## src/rtl/core/bba_pkg.sv

```systemverilog
// Shared types and constants for the bitmap block allocator.
// No dependencies; every other file in rtl/core imports this package.
`timescale 1ns / 1ps

package bba_pkg;

  localparam int ROW_BITS    = 32;  // map flags per memory row
  localparam int ROW_BIT_W   = 5;   // bit position within a row
  localparam int ADDR_W      = 32;
  localparam int INDEX_OUT_W = 7;

  typedef enum logic [0:0] {
    OP_ALLOC = 1'b0,
    OP_FREE  = 1'b1
  } bba_op_e;

  typedef enum logic [2:0] {
    ST_ALLOCATED     = 3'd0,
    ST_OUT_OF_MEMORY = 3'd1,
    ST_FREED         = 3'd2,
    ST_NULL          = 3'd3,
    ST_OUTSIDE       = 3'd4
  } bba_status_e;

  typedef struct packed {
    bba_op_e             operation;
    logic [ADDR_W-1:0]   free_address;
  } bba_req_t;

  typedef struct packed {
    bba_status_e            status;
    logic [INDEX_OUT_W-1:0] block_index;
    logic [ADDR_W-1:0]      block_address;
  } bba_rsp_t;

  typedef enum logic [3:0] {
    S_IDLE,
    S_CHECK,
    S_ALLOC_PICK,
    S_ALLOC_ADDR,
    S_FREE_MUL,
    S_FREE_DIV,
    S_FREE_READ,
    S_FREE_WRITE
  } bba_state_e;

  // controller -> datapath
  typedef struct packed {
    logic        cap_req;
    logic        alloc_rd;
    logic        alloc_wr;
    logic        free_off;
    logic        free_mul;
    logic        free_div;
    logic        free_rd;
    logic        free_wr;
    logic        res_load;
    bba_status_e res_status;
  } bba_cmd_t;

  // datapath -> controller
  typedef struct packed {
    bba_op_e op;
    logic    any_free;
    logic    is_null;
    logic    outside;
  } bba_stat_t;

endpackage

```

## src/rtl/core/bitmap_block_allocator.sv

```systemverilog
// Bitmap block allocator: allocate after accept runs row read, flag update and
// address, then the result strobe. Free runs offset, multiply, divide correction,
// row read and write. Out of memory, null and outside are decided at the check.
// One transaction at a time; start is accepted again while its result strobe is high.
// Reset clears base and all row valid/full flags; no memory sweep is needed.
`timescale 1ns / 1ps

module bitmap_block_allocator import bba_pkg::*; #(
  parameter int NUM_BLOCKS  = 128,
  parameter int BLOCK_BYTES = 10
) (
  input  logic              clk_i,
  input  logic              rst_ni,
  input  logic              start,
  output logic              busy,
  input  bba_req_t          req_i,
  output logic              done_o,
  output bba_rsp_t          rsp_o,
  input  logic              cfg_valid_i,
  output logic              cfg_ready_o,
  input  logic [ADDR_W-1:0] cfg_data_i
);

  bba_cmd_t  cmd;
  bba_stat_t stat;

  assign cfg_ready_o = ~busy;

  bba_ctrl u_ctrl (
    .clk_i   (clk_i),
    .rst_ni  (rst_ni),
    .start_i (start),
    .stat_i  (stat),
    .cmd_o   (cmd),
    .busy_o  (busy),
    .done_o  (done_o)
  );

  bba_dp #(
    .NUM_BLOCKS  (NUM_BLOCKS),
    .BLOCK_BYTES (BLOCK_BYTES)
  ) u_dp (
    .clk_i      (clk_i),
    .rst_ni     (rst_ni),
    .cfg_we_i   (cfg_valid_i & cfg_ready_o),
    .cfg_data_i (cfg_data_i),
    .req_i      (req_i),
    .cmd_i      (cmd),
    .stat_o     (stat),
    .rsp_o      (rsp_o)
  );

endmodule

```

## src/rtl/core/bba_ctrl.sv

```systemverilog
// Sequencer for the bitmap block allocator: walks one transaction through
// the datapath steps. Depends on bba_pkg.
`timescale 1ns / 1ps

module bba_ctrl import bba_pkg::*; (
  input  logic      clk_i,
  input  logic      rst_ni,
  input  logic      start_i,
  input  bba_stat_t stat_i,
  output bba_cmd_t  cmd_o,
  output logic      busy_o,
  output logic      done_o
);

  bba_state_e state_q, state_d;
  logic       done_q, done_d;

  always_ff @(posedge clk_i or negedge rst_ni) begin
    if (!rst_ni) begin
      state_q <= S_IDLE;
      done_q  <= 1'b0;
    end else begin
      state_q <= state_d;
      done_q  <= done_d;
    end
  end

  always_comb begin
    state_d = state_q;
    cmd_o   = '0;
    cmd_o.res_status = ST_ALLOCATED;
    case (state_q)
      S_IDLE: begin
        if (start_i) begin
          cmd_o.cap_req = 1'b1;
          state_d       = S_CHECK;
        end
      end
      S_CHECK: begin
        if (stat_i.op == OP_ALLOC) begin
          if (stat_i.any_free) begin
            cmd_o.alloc_rd = 1'b1;
            state_d        = S_ALLOC_PICK;
          end else begin
            cmd_o.res_load   = 1'b1;
            cmd_o.res_status = ST_OUT_OF_MEMORY;
            state_d          = S_IDLE;
          end
        end else if (stat_i.is_null) begin
          cmd_o.res_load   = 1'b1;
          cmd_o.res_status = ST_NULL;
          state_d          = S_IDLE;
        end else if (stat_i.outside) begin
          cmd_o.res_load   = 1'b1;
          cmd_o.res_status = ST_OUTSIDE;
          state_d          = S_IDLE;
        end else begin
          cmd_o.free_off = 1'b1;
          state_d        = S_FREE_MUL;
        end
      end
      S_ALLOC_PICK: begin
        cmd_o.alloc_wr = 1'b1;
        state_d        = S_ALLOC_ADDR;
      end
      S_ALLOC_ADDR: begin
        cmd_o.res_load   = 1'b1;
        cmd_o.res_status = ST_ALLOCATED;
        state_d          = S_IDLE;
      end
      S_FREE_MUL: begin
        cmd_o.free_mul = 1'b1;
        state_d        = S_FREE_DIV;
      end
      S_FREE_DIV: begin
        cmd_o.free_div = 1'b1;
        state_d        = S_FREE_READ;
      end
      S_FREE_READ: begin
        cmd_o.free_rd = 1'b1;
        state_d       = S_FREE_WRITE;
      end
      S_FREE_WRITE: begin
        cmd_o.free_wr    = 1'b1;
        cmd_o.res_load   = 1'b1;
        cmd_o.res_status = ST_FREED;
        state_d          = S_IDLE;
      end
      default: begin
        state_d = S_IDLE;
      end
    endcase
    done_d = cmd_o.res_load;
  end

  assign busy_o = (state_q != S_IDLE);
  assign done_o = done_q;

endmodule

```

## src/rtl/core/bba_dp.sv

```systemverilog
// Datapath of the bitmap block allocator: base register, usage map memory
// with per-row valid/full flags, constant divider, result register.
// Depends on bba_pkg.
`timescale 1ns / 1ps

module bba_dp import bba_pkg::*; #(
  parameter int NUM_BLOCKS  = 128,
  parameter int BLOCK_BYTES = 10
) (
  input  logic              clk_i,
  input  logic              rst_ni,
  input  logic              cfg_we_i,
  input  logic [ADDR_W-1:0] cfg_data_i,
  input  bba_req_t          req_i,
  input  bba_cmd_t          cmd_i,
  output bba_stat_t         stat_o,
  output bba_rsp_t          rsp_o
);

  localparam int NUM_ROWS = (NUM_BLOCKS + ROW_BITS - 1) / ROW_BITS;
  localparam int ROW_W    = (NUM_ROWS > 1) ? $clog2(NUM_ROWS) : 1;
  localparam int BLK_W    = ROW_W + ROW_BIT_W;
  localparam int LAST_CNT = NUM_BLOCKS - (NUM_ROWS - 1) * ROW_BITS;
  localparam int SPAN     = NUM_BLOCKS * BLOCK_BYTES;
  localparam int OFF_W    = $clog2(SPAN);
  localparam int RECIP_W  = OFF_W + 1;
  localparam int PROD_W   = OFF_W + RECIP_W;
  // floor(2^OFF_W / BLOCK_BYTES): estimate is exact or one low
  localparam logic [RECIP_W-1:0] RECIP = RECIP_W'((2 ** OFF_W) / BLOCK_BYTES);

  logic [ADDR_W-1:0]   base_q;
  bba_req_t            req_q;
  logic [OFF_W-1:0]    off_q;
  logic [PROD_W-1:0]   prod_q;
  logic [BLK_W-1:0]    idx_q;
  logic [ROW_BITS-1:0] map_mem [NUM_ROWS];
  logic [NUM_ROWS-1:0] row_vld_q, row_full_q;
  logic [ROW_BITS-1:0] rd_q;
  logic                rd_vld_q;
  bba_rsp_t            rsp_q;

  logic [ADDR_W-1:0]    offset_full;
  logic [ROW_W-1:0]     first_row, rd_addr, idx_row;
  logic [ROW_BIT_W-1:0] idx_bit, free_bit;
  logic [ROW_BITS-1:0]  row_data, pad_mask, row_taken, wr_data;
  logic                 new_full;
  logic [BLK_W-1:0]     q_est, q_fix;
  logic [OFF_W-1:0]     rem;
  logic [ADDR_W-1:0]    alloc_addr;

  assign offset_full = req_q.free_address - base_q;
  assign idx_row     = idx_q[BLK_W-1:ROW_BIT_W];
  assign idx_bit     = idx_q[ROW_BIT_W-1:0];
  assign row_data    = rd_vld_q ? rd_q : '0;

  always_comb begin
    first_row = '0;
    for (int r = NUM_ROWS - 1; r >= 0; r--) begin
      if (!row_full_q[r]) first_row = ROW_W'(r);
    end
  end

  // flags past the last block count as taken
  always_comb begin
    for (int b = 0; b < ROW_BITS; b++) begin
      pad_mask[b] = (idx_row == ROW_W'(NUM_ROWS - 1)) && (b >= LAST_CNT);
    end
  end

  assign row_taken = row_data | pad_mask;

  always_comb begin
    free_bit = '0;
    for (int b = ROW_BITS - 1; b >= 0; b--) begin
      if (!row_taken[b]) free_bit = ROW_BIT_W'(b);
    end
  end

  assign wr_data  = cmd_i.alloc_wr ? (row_data | (ROW_BITS'(1) << free_bit))
                                   : (row_data & ~(ROW_BITS'(1) << idx_bit));
  assign new_full = &(wr_data | pad_mask);

  assign q_est = BLK_W'(prod_q >> OFF_W);
  assign rem   = off_q - OFF_W'(OFF_W'(q_est) * OFF_W'(BLOCK_BYTES));
  assign q_fix = (rem >= OFF_W'(BLOCK_BYTES)) ? q_est + BLK_W'(1) : q_est;

  assign alloc_addr = base_q + ADDR_W'(ADDR_W'(idx_q) * ADDR_W'(BLOCK_BYTES));
  assign rd_addr    = cmd_i.alloc_rd ? first_row : idx_row;

  always_ff @(posedge clk_i or negedge rst_ni) begin
    if (!rst_ni) begin
      base_q     <= '0;
      row_vld_q  <= '0;
      row_full_q <= '0;
    end else begin
      if (cfg_we_i) base_q <= cfg_data_i;
      if (cmd_i.alloc_wr || cmd_i.free_wr) begin
        row_vld_q[idx_row]  <= 1'b1;
        row_full_q[idx_row] <= new_full;
      end
    end
  end

  always_ff @(posedge clk_i) begin
    if (cmd_i.alloc_rd || cmd_i.free_rd) begin
      rd_q     <= map_mem[rd_addr];
      rd_vld_q <= row_vld_q[rd_addr];
    end
    if (cmd_i.alloc_wr || cmd_i.free_wr) begin
      map_mem[idx_row] <= wr_data;
    end
  end

  always_ff @(posedge clk_i) begin
    if (cmd_i.cap_req)  req_q  <= req_i;
    if (cmd_i.free_off) off_q  <= offset_full[OFF_W-1:0];
    if (cmd_i.free_mul) prod_q <= PROD_W'(off_q) * PROD_W'(RECIP);
    if (cmd_i.alloc_rd) idx_q  <= {first_row, ROW_BIT_W'(0)};
    else if (cmd_i.alloc_wr) idx_q <= {idx_row, free_bit};
    else if (cmd_i.free_div) idx_q <= q_fix;
    if (cmd_i.res_load) begin
      rsp_q.status <= cmd_i.res_status;
      rsp_q.block_index <= (cmd_i.res_status == ST_ALLOCATED ||
                            cmd_i.res_status == ST_FREED) ? INDEX_OUT_W'(idx_q) : '0;
      rsp_q.block_address <= (cmd_i.res_status == ST_ALLOCATED) ? alloc_addr : '0;
    end
  end

  assign stat_o.op       = req_q.operation;
  assign stat_o.any_free = ~&row_full_q;
  assign stat_o.is_null  = (req_q.free_address == '0);
  assign stat_o.outside  = (offset_full >= ADDR_W'(SPAN));
  assign rsp_o           = rsp_q;

endmodule
```

## config.mk

```make
export PLATFORM = sky130hd
export DESIGN_NAME = bitmap_block_allocator
export DESIGN_NICKNAME = d
export VERILOG_FILES = /design/src/rtl/core/bba_pkg.sv /design/src/rtl/core/bitmap_block_allocator.sv /design/src/rtl/core/bba_ctrl.sv /design/src/rtl/core/bba_dp.sv
export SDC_FILE = /design/constraint.sdc
export NUM_CORES = 1
export LEC_CHECK = 0
export ABC_AREA = 1
export BUFFER_PORTS_ARGS = -buffer_cell sky130_fd_sc_hd__buf_2
export CAP_MARGIN = 20
export CORE_MARGIN = 10
export CORE_UTILIZATION = 36
export CTS_CLUSTER_DIAMETER = 40
export DETAILED_ROUTE_END_ITERATION = 10
export RECOVER_POWER = 25
export SLEW_MARGIN = 20
export SYNTH_ARGS = -nofsm -noshare
export SYNTH_HDL_FRONTEND = slang
export SYNTH_SLANG_ARGS = --single-unit
```

## constraint.sdc

```tcl
create_clock -name clk_i -period 6.05 [get_ports clk_i]
set_clock_uncertainty 0.05 [all_clocks]
set_input_delay 1.21 -clock clk_i [delete_from_list [all_inputs] [get_ports clk_i]]
set_output_delay 1.21 -clock clk_i [all_outputs]
set_load 0.01 [all_outputs]
```

==> impl_metrics.prom, run 1 <==
# TYPE chip_impl_metric gauge
chip_impl_metric{name="synth-edff-count",unit=""} 256
chip_impl_info{name="violated_checks",value="max-capacitance violations, max-slew violations"} 1
chip_impl_metric{name="final_period_minus_worst_setup_slack",unit="ns"} 5.08
chip_impl_info{name="critPathLaunchType",value="register"} 1
chip_impl_metric{name="routedWlPerCell",unit="microns"} 17.9
chip_impl_metric{name="coreArea",unit="sq um"} 45600
chip_impl_info{name="worst_hold_path_ep",value="u_dp.row_vld_q[1]"} 1
chip_impl_metric{name="grt_pass1_vias",unit=""} 12532
chip_impl_metric{name="final_design_area_no_fill",unit="sq um"} 19600
chip_impl_metric{name="synthesized_instance_count",unit=""} 1660
chip_impl_info{name="critical_path.cell_chain",value="inv_1 -> ha_1 -> a21oi_1 -> nand2_1 -> a21boi_0 -> o21ai_0 -> a21boi_0 -> o21ai_2 -> a21boi_4 -> o21ai_2 -> a21oi_4 -> inv_2 -> a21oi_4 -> o21ai_2 -> a21oi_1 -> nand2_1 -> nand2_1 -> nor2_1 -> nand3_1 -> nor2_2 -> nand4_1 -> nand3_1 -> o21ai_4 -> buf_4"} 1
chip_impl_metric{name="required_arrival_time_at_the_worst_endpoint",unit="ns"} 6.24
chip_impl_metric{name="timing.critical_path.fanout_max",unit=""} 25
chip_impl_metric{name="syn_area_per_cell",unit="sq um"} 10.0
chip_impl_metric{name="ctsLongestPathBuffers",unit=""} 3
chip_impl_metric{name="die_area",unit="sq um"} 55200
chip_impl_metric{name="clk_pin_slew",unit="ns"} 0.05
chip_impl_metric{name="p_leak",unit="nW"} 8.22
chip_impl_metric{name="power_density",unit="nW/um^2"} 478
chip_impl_metric{name="number_of_instances_on_the_worst_hold_path",unit=""} 1
chip_impl_metric{name="path_depth",unit=""} 24
chip_impl_metric{name="finalSetupViolCount",unit=""} 0
chip_impl_metric{name="buffer_ports.inserted",unit=""} 113
chip_impl_metric{name="seq_area_frac_synth",unit="%"} 53.4
chip_impl_metric{name="max_clock_freq",unit="MHz"} 197
chip_impl_info{name="critical_path.slowest_cell",value="sky130_fd_sc_hd__o21ai_4"} 1
chip_impl_metric{name="die_w",unit="microns"} 235
chip_impl_metric{name="final_max_slew_viol_count",unit=""} 143
chip_impl_metric{name="overflow",unit=""} 0
chip_impl_metric{name="clock_buffers_created_by_tritoncts",unit=""} 46
chip_impl_metric{name="placement_rows",unit=""} 78
chip_impl_info{name="synth_flop_cell",value="sky130_fd_sc_hd__edfxtp_1"} 1
chip_impl_metric{name="mappedNetlistArea",unit="sq um"} 16600
chip_impl_metric{name="bufs_and_invs_on_worst_path",unit=""} 3
chip_impl_info{name="holdCritPathClass",value="reg -> reg"} 1
chip_impl_metric{name="placement.cell_area",unit="sq um"} 18000
chip_impl_info{name="cp-end-kind",value="register"} 1
chip_impl_info{name="crit_type",value="reg -> reg"} 1
chip_impl_metric{name="drcViolationCount",unit=""} 0
chip_impl_metric{name="total_number_of_vias",unit=""} 12308
chip_impl_metric{name="drive_above_1_share",unit="%"} 14.9
chip_impl_metric{name="worst_ir_drop_vdd",unit="mV"} 0.399
chip_impl_metric{name="grtUsageTotal",unit="%"} 15.4
chip_impl_metric{name="vias_per_cell",unit=""} 5.05
chip_impl_info{name="clock_tree.root_cell",value="sky130_fd_sc_hd__clkbuf_16"} 1
chip_impl_metric{name="layout.nets",unit=""} 1990
chip_impl_metric{name="layout.core_utilization",unit="%"} 43.0
chip_impl_metric{name="maxSlewHeadroom",unit="%"} -94.1
chip_impl_metric{name="worst-r2r-cell-count",unit=""} 24
chip_impl_metric{name="grt_antenna_before_repair",unit=""} 0
chip_impl_metric{name="cpPeakStageDelay",unit="ns"} 0.43
chip_impl_metric{name="multiInputGateArea",unit="sq um"} 6760
chip_impl_info{name="cts_tree",value="built"} 1
chip_impl_metric{name="ys_async_sr_fraction",unit="%"} 14.4
chip_impl_metric{name="fraction_of_the_cycle_the_final_worst_path_needs",unit="%"} 84.0
chip_impl_metric{name="routabilityCongestion",unit=""} 0.921
chip_impl_metric{name="area_delta_synth_final",unit="%"} 17.9
chip_impl_metric{name="tightestPinTransition",unit="ns"} 2.90
chip_impl_metric{name="hold_slack",unit="ns"} 0.422
chip_impl_metric{name="fin_setup_tns",unit="ns"} 0
chip_impl_metric{name="clock_latency_at_the_later_pin_of_the_worst_skew_pair",unit="ns"} 0.57
chip_impl_metric{name="die-height",unit="microns"} 235
chip_impl_info{name="rsz0062_at_grt",value="false"} 1
chip_impl_metric{name="max_cap_violations",unit=""} 3
chip_impl_metric{name="cts_hold_buf",unit=""} 0
chip_impl_metric{name="dr.first_iter.drc_count",unit=""} 867
chip_impl_info{name="worst_path_dominant_cell_family",value="compound AO/OA/AOI/OAI gates"} 1
chip_impl_metric{name="synth_seq_cells",unit=""} 305
chip_impl_metric{name="data_arrival_time_of_the_critical_path",unit="ns"} 5.27
chip_impl_metric{name="seq_area",unit="sq um"} 8890
chip_impl_metric{name="ioPinCount",unit=""} 114
chip_impl_metric{name="grt_start_max_net_pins",unit=""} 67
chip_impl_info{name="worst_hold_startpoint",value="u_dp.row_vld_q[1]"} 1
chip_impl_metric{name="first_pass_grt_wire_length",unit="microns"} 68800
chip_impl_info{name="run_status",value="complete, but fails checks"} 1
chip_impl_metric{name="dpl.cell_count",unit=""} 2351
chip_impl_metric{name="initial_core_util",unit="%"} 36.5
chip_impl_metric{name="timing.reg2reg.setup_slack",unit="ns"} 0.97
chip_impl_metric{name="postCtsSetupRepairBufs",unit=""} 0
chip_impl_info{name="r2r_end",value="u_dp.rsp_o[21]"} 1
chip_impl_metric{name="postRouteAntennaNets",unit=""} 0
chip_impl_metric{name="syn-num-nets",unit=""} 1851
chip_impl_metric{name="post-dp-hpwl",unit="microns"} 32100
chip_impl_metric{name="finalPower",unit="mW"} 9.38
chip_impl_metric{name="drt_wl_total",unit="microns"} 43500
chip_impl_metric{name="cts_resized",unit=""} 0
chip_impl_metric{name="insertedDiodeCount",unit=""} 0
chip_impl_info{name="r2r-start",value="u_dp.base_q[2]"} 1
chip_impl_metric{name="yosysUniqueCellTypes",unit=""} 59
chip_impl_metric{name="place_ws",unit="ns"} 1.28
chip_impl_metric{name="yosysWarningCount",unit=""} 0
chip_impl_metric{name="final.fill_count",unit=""} 4258
chip_impl_metric{name="timing.final.hold_violations",unit=""} 0
chip_impl_metric{name="cts.sinks",unit=""} 305
chip_impl_metric{name="layout_setup_ws",unit="ns"} 0.968
chip_impl_metric{name="dr.pass1.iters",unit=""} 6
chip_impl_metric{name="htree_num_levels",unit=""} 2
chip_impl_metric{name="instances_no_fill",unit=""} 2437
## flip-flops by register name, summed over array words and instances, names as in the netlist
name             flops
u_ctrl.done_o        1
u_ctrl.state_q       3
u_dp.base_q         32
u_dp.idx_q           7
u_dp.map_mem       128
u_dp.off_q          11
u_dp.prod_q          7
u_dp.rd_q           32
u_dp.rd_vld_q        1
u_dp.req_q          32
u_dp.row_full_q      4
u_dp.row_vld_q       4
u_dp.rsp_o          42
u_dp.stat_o          1
## worst register-to-register path, cell delays in order, from the launching register on
cell	delay (ns)
sky130_fd_sc_hd__dfrtp_1	0.40
sky130_fd_sc_hd__inv_1	0.18
sky130_fd_sc_hd__ha_1	0.32
sky130_fd_sc_hd__a21oi_1	0.17
sky130_fd_sc_hd__nand2_1	0.10
sky130_fd_sc_hd__a21boi_0	0.30
sky130_fd_sc_hd__o21ai_0	0.19
sky130_fd_sc_hd__a21boi_0	0.35
sky130_fd_sc_hd__o21ai_2	0.14
sky130_fd_sc_hd__a21boi_4	0.19
sky130_fd_sc_hd__o21ai_2	0.13
sky130_fd_sc_hd__a21oi_4	0.18
sky130_fd_sc_hd__inv_2	0.06
sky130_fd_sc_hd__a21oi_4	0.18
sky130_fd_sc_hd__o21ai_2	0.09
sky130_fd_sc_hd__a21oi_1	0.18
sky130_fd_sc_hd__nand2_1	0.09
sky130_fd_sc_hd__nand2_1	0.07
sky130_fd_sc_hd__nor2_1	0.04
sky130_fd_sc_hd__nand3_1	0.08
sky130_fd_sc_hd__nor2_2	0.05
sky130_fd_sc_hd__nand4_1	0.09
sky130_fd_sc_hd__nand3_1	0.26
sky130_fd_sc_hd__o21ai_4	0.43
sky130_fd_sc_hd__buf_4	0.42
## cells by family (layout without fill, tap and decap cells)
kind of cell / after synthesis / after routing / share of synthesized area, %
compound gates: 315 / 315 / 11.0
xor+xnor: 64 / 64 / 3.37
fa+ha+maj: 122 / 122 / 9.99
buf+inv: 266 / 443 / 6.15
flops: 305 / 305 / 53.4
mux: 1 / 1 / 0.0677
simple gates: 587 / 587 / 16.0
## synthesized netlist by cell type (all sizes together), types with 2 or more instances
| master | count | share of area, % |
|---|---|---|
| nor4 | 12 | 0.63 |
| dfrtp | 44 | 6.6 |
| o21bai | 8 | 0.41 |
| edfxtp | 256 | 46 |
| nand2 | 229 | 5.2 |
| nand3b | 4 | 0.18 |
| o31ai | 3 | 0.17 |
| xnor2 | 18 | 0.95 |
| a221oi | 2 | 0.11 |
| a211oi | 2 | 0.090 |
| xor2 | 46 | 2.4 |
| or2 | 9 | 0.34 |
| a21boi | 3 | 0.25 |
| o22ai | 39 | 1.5 |
| clkbuf | 35 | 0.79 |
| nand3 | 52 | 1.7 |
| o311ai | 4 | 0.21 |
| inv | 221 | 5.0 |
| nor3 | 38 | 1.6 |
| a31oi | 6 | 0.23 |
| o21ai | 137 | 4.2 |
| o211ai | 9 | 0.44 |
| clkinv | 5 | 0.11 |
| a21o | 2 | 0.090 |
| a21oi | 96 | 3.1 |
| buf | 5 | 0.26 |
| nand4 | 39 | 1.5 |
| nor2 | 200 | 4.6 |
| dfxtp | 5 | 0.60 |
| ha | 104 | 7.8 |
| fa | 18 | 2.2 |
## per-layer routing
layer / vias to the layer above / GRT usage (%) / wire [microns]
met5: - / 0 / 0
met2: 341 / 26.1 / 20900
met1: 5866 / 19.2 / 19100
li1: 6030 / - / -
met3: 71 / 3.11 / 2460
met4: 0 / 4.97 / 1080
## power breakdown
| group | switching [mW] | leakage, nW | internal (mW) |
|---|---|---|---|
| logic | 2.14 | 4.53 | 1.07 |
| clock network | 1.01 | 0.782 | 1.82 |
| registers | 0.319 | 2.90 | 3.02 |
## cell usage in the layout (no fill, tap or decap), drive strengths merged, types with 38 or more instances in the layout
master,synthesis,final
dfrtp,44,44
o21ai,137,137
nor3,38,38
a21oi,96,96
nand3,52,52
inv,221,230
edfxtp,256,256
xor2,46,46
nand2,229,229
buf,5,127
ha,104,104
clkbuf,35,56
nand4,39,39
nor2,200,200
o22ai,39,39
## final cells by class
class | count | area share (%)
Sequential cell | 305 | 45.3
Multi-Input combinational cell | 1089 | 34.5
Clock buffer | 52 | 6.04
Inverter | 226 | 4.33
Tap cell | 600 | 3.83
Timing Repair Buffer | 131 | 3.60
Clock inverter | 34 | 2.40
## worst max path at each step
stage,start,endpoint,slack [ns]
3_5_place_dp,u_dp.base_q[0],u_dp.rsp_o[21],1.28
2_1_floorplan,u_dp.base_q[0],u_dp.rsp_o[0],0.73
5_1_grt,u_dp.base_q[2],u_dp.rsp_o[21],0.46
3_3_place_gp,u_dp.idx_q[0],u_dp.rsp_o[31],1.39
6_report,u_dp.base_q[2],u_dp.rsp_o[21],0.97
4_1_cts,u_dp.idx_q[0],u_dp.rsp_o[31],1.26
Note: power is estimated with default switching activity, not from simulation.
==> run 2: changes to the inputs <==
--- a/config.mk
+++ b/config.mk
@@ -5,7 +5,7 @@
 export SDC_FILE = /design/constraint.sdc
 export NUM_CORES = 1
 export LEC_CHECK = 0
-export ABC_AREA = 1
+export ABC_AREA = 0
 export BUFFER_PORTS_ARGS = -buffer_cell sky130_fd_sc_hd__buf_2
 export CAP_MARGIN = 20
 export CORE_MARGIN = 10
==> constraint.sdc (replaced) <==
create_clock -name clk_i -period 4.94 [get_ports clk_i]
set_clock_uncertainty 0.05 [all_clocks]
set_input_delay 0.988 -clock clk_i [delete_from_list [all_inputs] [get_ports clk_i]]
set_output_delay 0.988 -clock clk_i [all_outputs]
set_load 0.01 [all_outputs]
==> run 2 against run 1 <==
The run still ends with max-capacitance violations, max-slew violations left. Non-clock buffer count is 23 higher. Hold slack worse by 0.0022 ns. Power is 30% higher. Critical endpoint is now u_dp.rsp_o[3]. Clock power is 7.1% higher. Combinational power is 53% higher. Clock-buffer cell count is 3 lower. Via count is 12% higher.
==> impl_metrics.prom, run 2 <==
# TYPE chip_impl_metric gauge
chip_impl_metric{name="cts.sinks",unit=""} 305
chip_impl_metric{name="die_area",unit="sq um"} 57700
chip_impl_info{name="run_status",value="complete, but fails checks"} 1
chip_impl_metric{name="placement.cell_area",unit="sq um"} 18900
chip_impl_info{name="max_flop_register",value="u_dp.map_mem"} 1
chip_impl_metric{name="power_density",unit="nW/um^2"} 603
chip_impl_metric{name="fin_setup_tns",unit="ns"} 0
chip_impl_metric{name="final_max_slew_viol_count",unit=""} 78
chip_impl_metric{name="place_ws",unit="ns"} 0.313
chip_impl_metric{name="max_cap_violations",unit=""} 2
chip_impl_metric{name="timing.final.hold_violations",unit=""} 0
chip_impl_info{name="synth.most_common_cell",value="sky130_fd_sc_hd__edfxtp_1"} 1
chip_impl_metric{name="synth_top_area_share",unit="%"} 44.1
chip_impl_info{name="critical_path.cell_chain",value="inv_1 -> ha_1 -> a21oi_1 -> o21ai_1 -> o31ai_2 -> o21ai_1 -> o21ai_1 -> mux2_2 -> a2111oi_0 -> nand4_1 -> a21o_1 -> nor3_2"} 1
chip_impl_metric{name="hold_slack",unit="ns"} 0.420
chip_impl_metric{name="buffer_ports.inserted",unit=""} 113
chip_impl_metric{name="initial_core_util",unit="%"} 36.5
chip_impl_metric{name="layout.core_utilization",unit="%"} 42.4
chip_impl_metric{name="die_w",unit="microns"} 240
chip_impl_metric{name="dr.pass1.iters",unit=""} 5
chip_impl_metric{name="yosysWarningCount",unit=""} 0
chip_impl_metric{name="timing.critical_path.fanout_max",unit=""} 30
chip_impl_metric{name="seq_area",unit="sq um"} 8890
chip_impl_metric{name="power.share.combinational",unit="%"} 40.2
chip_impl_metric{name="die-height",unit="microns"} 240
chip_impl_info{name="synth_top_cells_by_count",value="256 x sky130_fd_sc_hd__edfxtp_1, 179 x sky130_fd_sc_hd__nand2_1, 123 x sky130_fd_sc_hd__inv_1"} 1
chip_impl_metric{name="max_reg_flops",unit=""} 128
chip_impl_metric{name="mappedNetlistArea",unit="sq um"} 17400
chip_impl_metric{name="clock_latency_at_the_later_pin_of_the_worst_skew_pair",unit="ns"} 0.58
chip_impl_metric{name="maxSlewHeadroom",unit="%"} -86.3
chip_impl_info{name="synth_flop_cell",value="sky130_fd_sc_hd__edfxtp_1"} 1
chip_impl_metric{name="coreArea",unit="sq um"} 47800
chip_impl_metric{name="finalPower",unit="mW"} 12.2
chip_impl_info{name="critical_path.slowest_cell",value="sky130_fd_sc_hd__a21o_1"} 1
chip_impl_info{name="crit_top_cell",value="sky130_fd_sc_hd__o21ai_1"} 1
chip_impl_info{name="cp-end-kind",value="register"} 1
chip_impl_metric{name="netSwitchingPower",unit="mW"} 4.96
chip_impl_metric{name="first_pass_grt_wire_length",unit="microns"} 82300
chip_impl_metric{name="tightestPinTransition",unit="ns"} 2.80
chip_impl_metric{name="postRouteAntennaNets",unit=""} 0
chip_impl_metric{name="dpl.cell_count",unit=""} 2367
chip_impl_info{name="violated_checks",value="max-capacitance violations, max-slew violations"} 1
chip_impl_info{name="synth_top_cells_by_area",value="sky130_fd_sc_hd__edfxtp_1 44%, sky130_fd_sc_hd__ha_1 7.5%, sky130_fd_sc_hd__dfrtp_1 6.3%, sky130_fd_sc_hd__nand2_1 3.9%, sky130_fd_sc_hd__o21ai_0 3.0%"} 1
chip_impl_metric{name="clk_pin_slew",unit="ns"} 0.06
chip_impl_metric{name="grt_start_max_net_pins",unit=""} 50
chip_impl_metric{name="clock_buffers_created_by_tritoncts",unit=""} 42
chip_impl_metric{name="final_design_area_no_fill",unit="sq um"} 20300
chip_impl_metric{name="multiInputGateArea",unit="sq um"} 7900
chip_impl_metric{name="final.fill_count",unit=""} 4555
chip_impl_metric{name="grtUsageTotal",unit="%"} 18.5
chip_impl_metric{name="cpPeakStageDelay",unit="ns"} 0.60
chip_impl_metric{name="clkPwrFrac",unit="%"} 24.8
chip_impl_metric{name="instances_no_fill",unit=""} 2444
chip_impl_info{name="critPathLaunchType",value="register"} 1
chip_impl_metric{name="p_leak",unit="nW"} 7.83
chip_impl_info{name="cts_tree",value="built"} 1
chip_impl_info{name="rsz0062_at_grt",value="false"} 1
chip_impl_metric{name="syn-num-nets",unit=""} 1843
chip_impl_metric{name="fraction_of_the_cycle_the_final_worst_path_needs",unit="%"} 90.4
chip_impl_metric{name="power.internal",unit="mW"} 7.27
chip_impl_metric{name="seq_area_frac_synth",unit="%"} 51.0
chip_impl_metric{name="layout_setup_ws",unit="ns"} 0.473
chip_impl_metric{name="post-dp-hpwl",unit="microns"} 39900
chip_impl_metric{name="required_arrival_time_at_the_worst_endpoint",unit="ns"} 5.31
chip_impl_metric{name="synth-edff-count",unit=""} 256
chip_impl_info{name="crit_type",value="reg -> reg"} 1
chip_impl_metric{name="syn_area_per_cell",unit="sq um"} 10.6
chip_impl_info{name="clock_tree.root_cell",value="sky130_fd_sc_hd__clkbuf_16"} 1
chip_impl_metric{name="overflow",unit=""} 0
chip_impl_metric{name="ys_async_sr_fraction",unit="%"} 14.4
chip_impl_info{name="holdCritPathClass",value="reg -> reg"} 1
chip_impl_info{name="layout_common_cells",value="256 x sky130_fd_sc_hd__edfxtp_1, 176 x sky130_fd_sc_hd__nand2_1, 123 x sky130_fd_sc_hd__inv_1"} 1
chip_impl_metric{name="area_delta_synth_final",unit="%"} 16.3
chip_impl_metric{name="insertedDiodeCount",unit=""} 0
chip_impl_info{name="final_common_cell",value="sky130_fd_sc_hd__edfxtp_1"} 1
chip_impl_metric{name="finalSetupViolCount",unit=""} 0
chip_impl_metric{name="layout.nets",unit=""} 1987
chip_impl_metric{name="drive_above_1_share",unit="%"} 13.5
chip_impl_metric{name="vias_per_cell",unit=""} 5.64
chip_impl_metric{name="drt_wl_total",unit="microns"} 53600
chip_impl_metric{name="final_period_minus_worst_setup_slack",unit="ns"} 4.47
chip_impl_metric{name="grt_pass1_vias",unit=""} 13723
chip_impl_metric{name="yosysUniqueCellTypes",unit=""} 90
chip_impl_metric{name="worst_ir_drop_vdd",unit="mV"} 0.340
chip_impl_metric{name="ctsLongestPathBuffers",unit=""} 3
chip_impl_metric{name="synthesized_instance_count",unit=""} 1652
chip_impl_metric{name="routedWlPerCell",unit="microns"} 21.9
chip_impl_metric{name="htree_num_levels",unit=""} 2
chip_impl_metric{name="synth_seq_cells",unit=""} 305
chip_impl_metric{name="total_number_of_vias",unit=""} 13787
chip_impl_metric{name="max_clock_freq",unit="MHz"} 224
chip_impl_metric{name="cts_hold_buf",unit=""} 0
chip_impl_metric{name="p_seq_share",unit="%"} 35.0
chip_impl_metric{name="switching_share",unit="%"} 40.6
chip_impl_metric{name="dr.first_iter.drc_count",unit=""} 1251
chip_impl_metric{name="data_arrival_time_of_the_critical_path",unit="ns"} 4.84
chip_impl_metric{name="grt_antenna_before_repair",unit=""} 0
chip_impl_metric{name="ioPinCount",unit=""} 114
chip_impl_metric{name="placement_rows",unit=""} 80
chip_impl_info{name="yosysTopAreaCell",value="sky130_fd_sc_hd__edfxtp_1"} 1
chip_impl_metric{name="routabilityCongestion",unit=""} 0.975
chip_impl_metric{name="drcViolationCount",unit=""} 0
==> run 2: path summary, 6_finish.rpt <==
check | start | to | slack [ns] | cells past startpoint
setup / recovery | u_dp.base_q[16] | u_dp.rsp_o[3] | 0.47 | 12
hold / removal | u_dp.row_vld_q[0] | u_dp.row_vld_q[0] | 0.42 | 1
setup reg to reg | u_dp.base_q[16] | u_dp.rsp_o[3] | 0.47 | 12
hold reg to reg | u_dp.row_vld_q[0] | u_dp.row_vld_q[0] | 0.42 | 1
max in group asynchronous | rst_ni | u_dp.base_q[2] | 1.88 | 2
min in group asynchronous | rst_ni | u_dp.base_q[28] | 1.33 | 2
==> run 2: power groups by stage <==
stage / clock [mW] / combinational (mW) / sequential (mW)
finish: 3.03 / 4.92 / 4.28
global route: 3.19 / 5.43 / 4.34
CTS: 3.09 / 4.90 / 4.26
detailed placement: 0 / 4.87 / 4.29
global placement: 0 / 4.84 / 4.30
floorplan: 0 / 3.20 / 4.17
==> run 2: routing by layer <==
layer | vias up | wire, microns | GRT usage, % | part of all wire (%)
met2 | 573 | 24100 | 29.1 | 45
met3 | 82 | 3910 | 3.64 | 7.3
li1 | 6445 | - | - | -
met4 | 0 | 1480 | 6.00 | 2.8
met5 | - | 0 | 0 | 0
met1 | 6687 | 24100 | 25.2 | 45
==> run 2: layout make-up <==
cell class,instances,area share (%)
sequential,305,43.8
multi-input combinational,1170,38.9
clock buffer,49,5.31
timing repair buffer,154,4.20
tap,615,3.79
inverter,123,2.28
clock inverter,28,1.68
==> run 2: repair_timing <==
| action | CTS | global route |
|---|---|---|
| setup buffers | 0 | 0 |
| setup endpoints to repair | 0 | 2 |
| resized for setup | 0 | 1 |
==> run 2: kinds of logic (layout without fill, tap and decap cells) <==
family          after synthesis  in the layout  share of synthesized area (%)
compound gates              416            416                           15.3
flops                       305            305                           51.0
mux                          14             14                          0.904
buf+inv                     177            354                           3.94
xor+xnor                     64             64                           3.21
simple gates                554            554                           16.1
fa+ha+maj                   122            122                           9.53
==> run 2: critical path: cells and delay by family, from the launching register on <==
kind | cells | cell delay, ns
AO/OA/AOI/OAI | 7 | 2.35
multiplexers | 1 | 0.38
AND/OR/NAND/NOR | 2 | 0.65
adder cells (fa/ha/maj) | 1 | 0.34
flip-flops | 1 | 0.39
buffers and inverters | 1 | 0.15
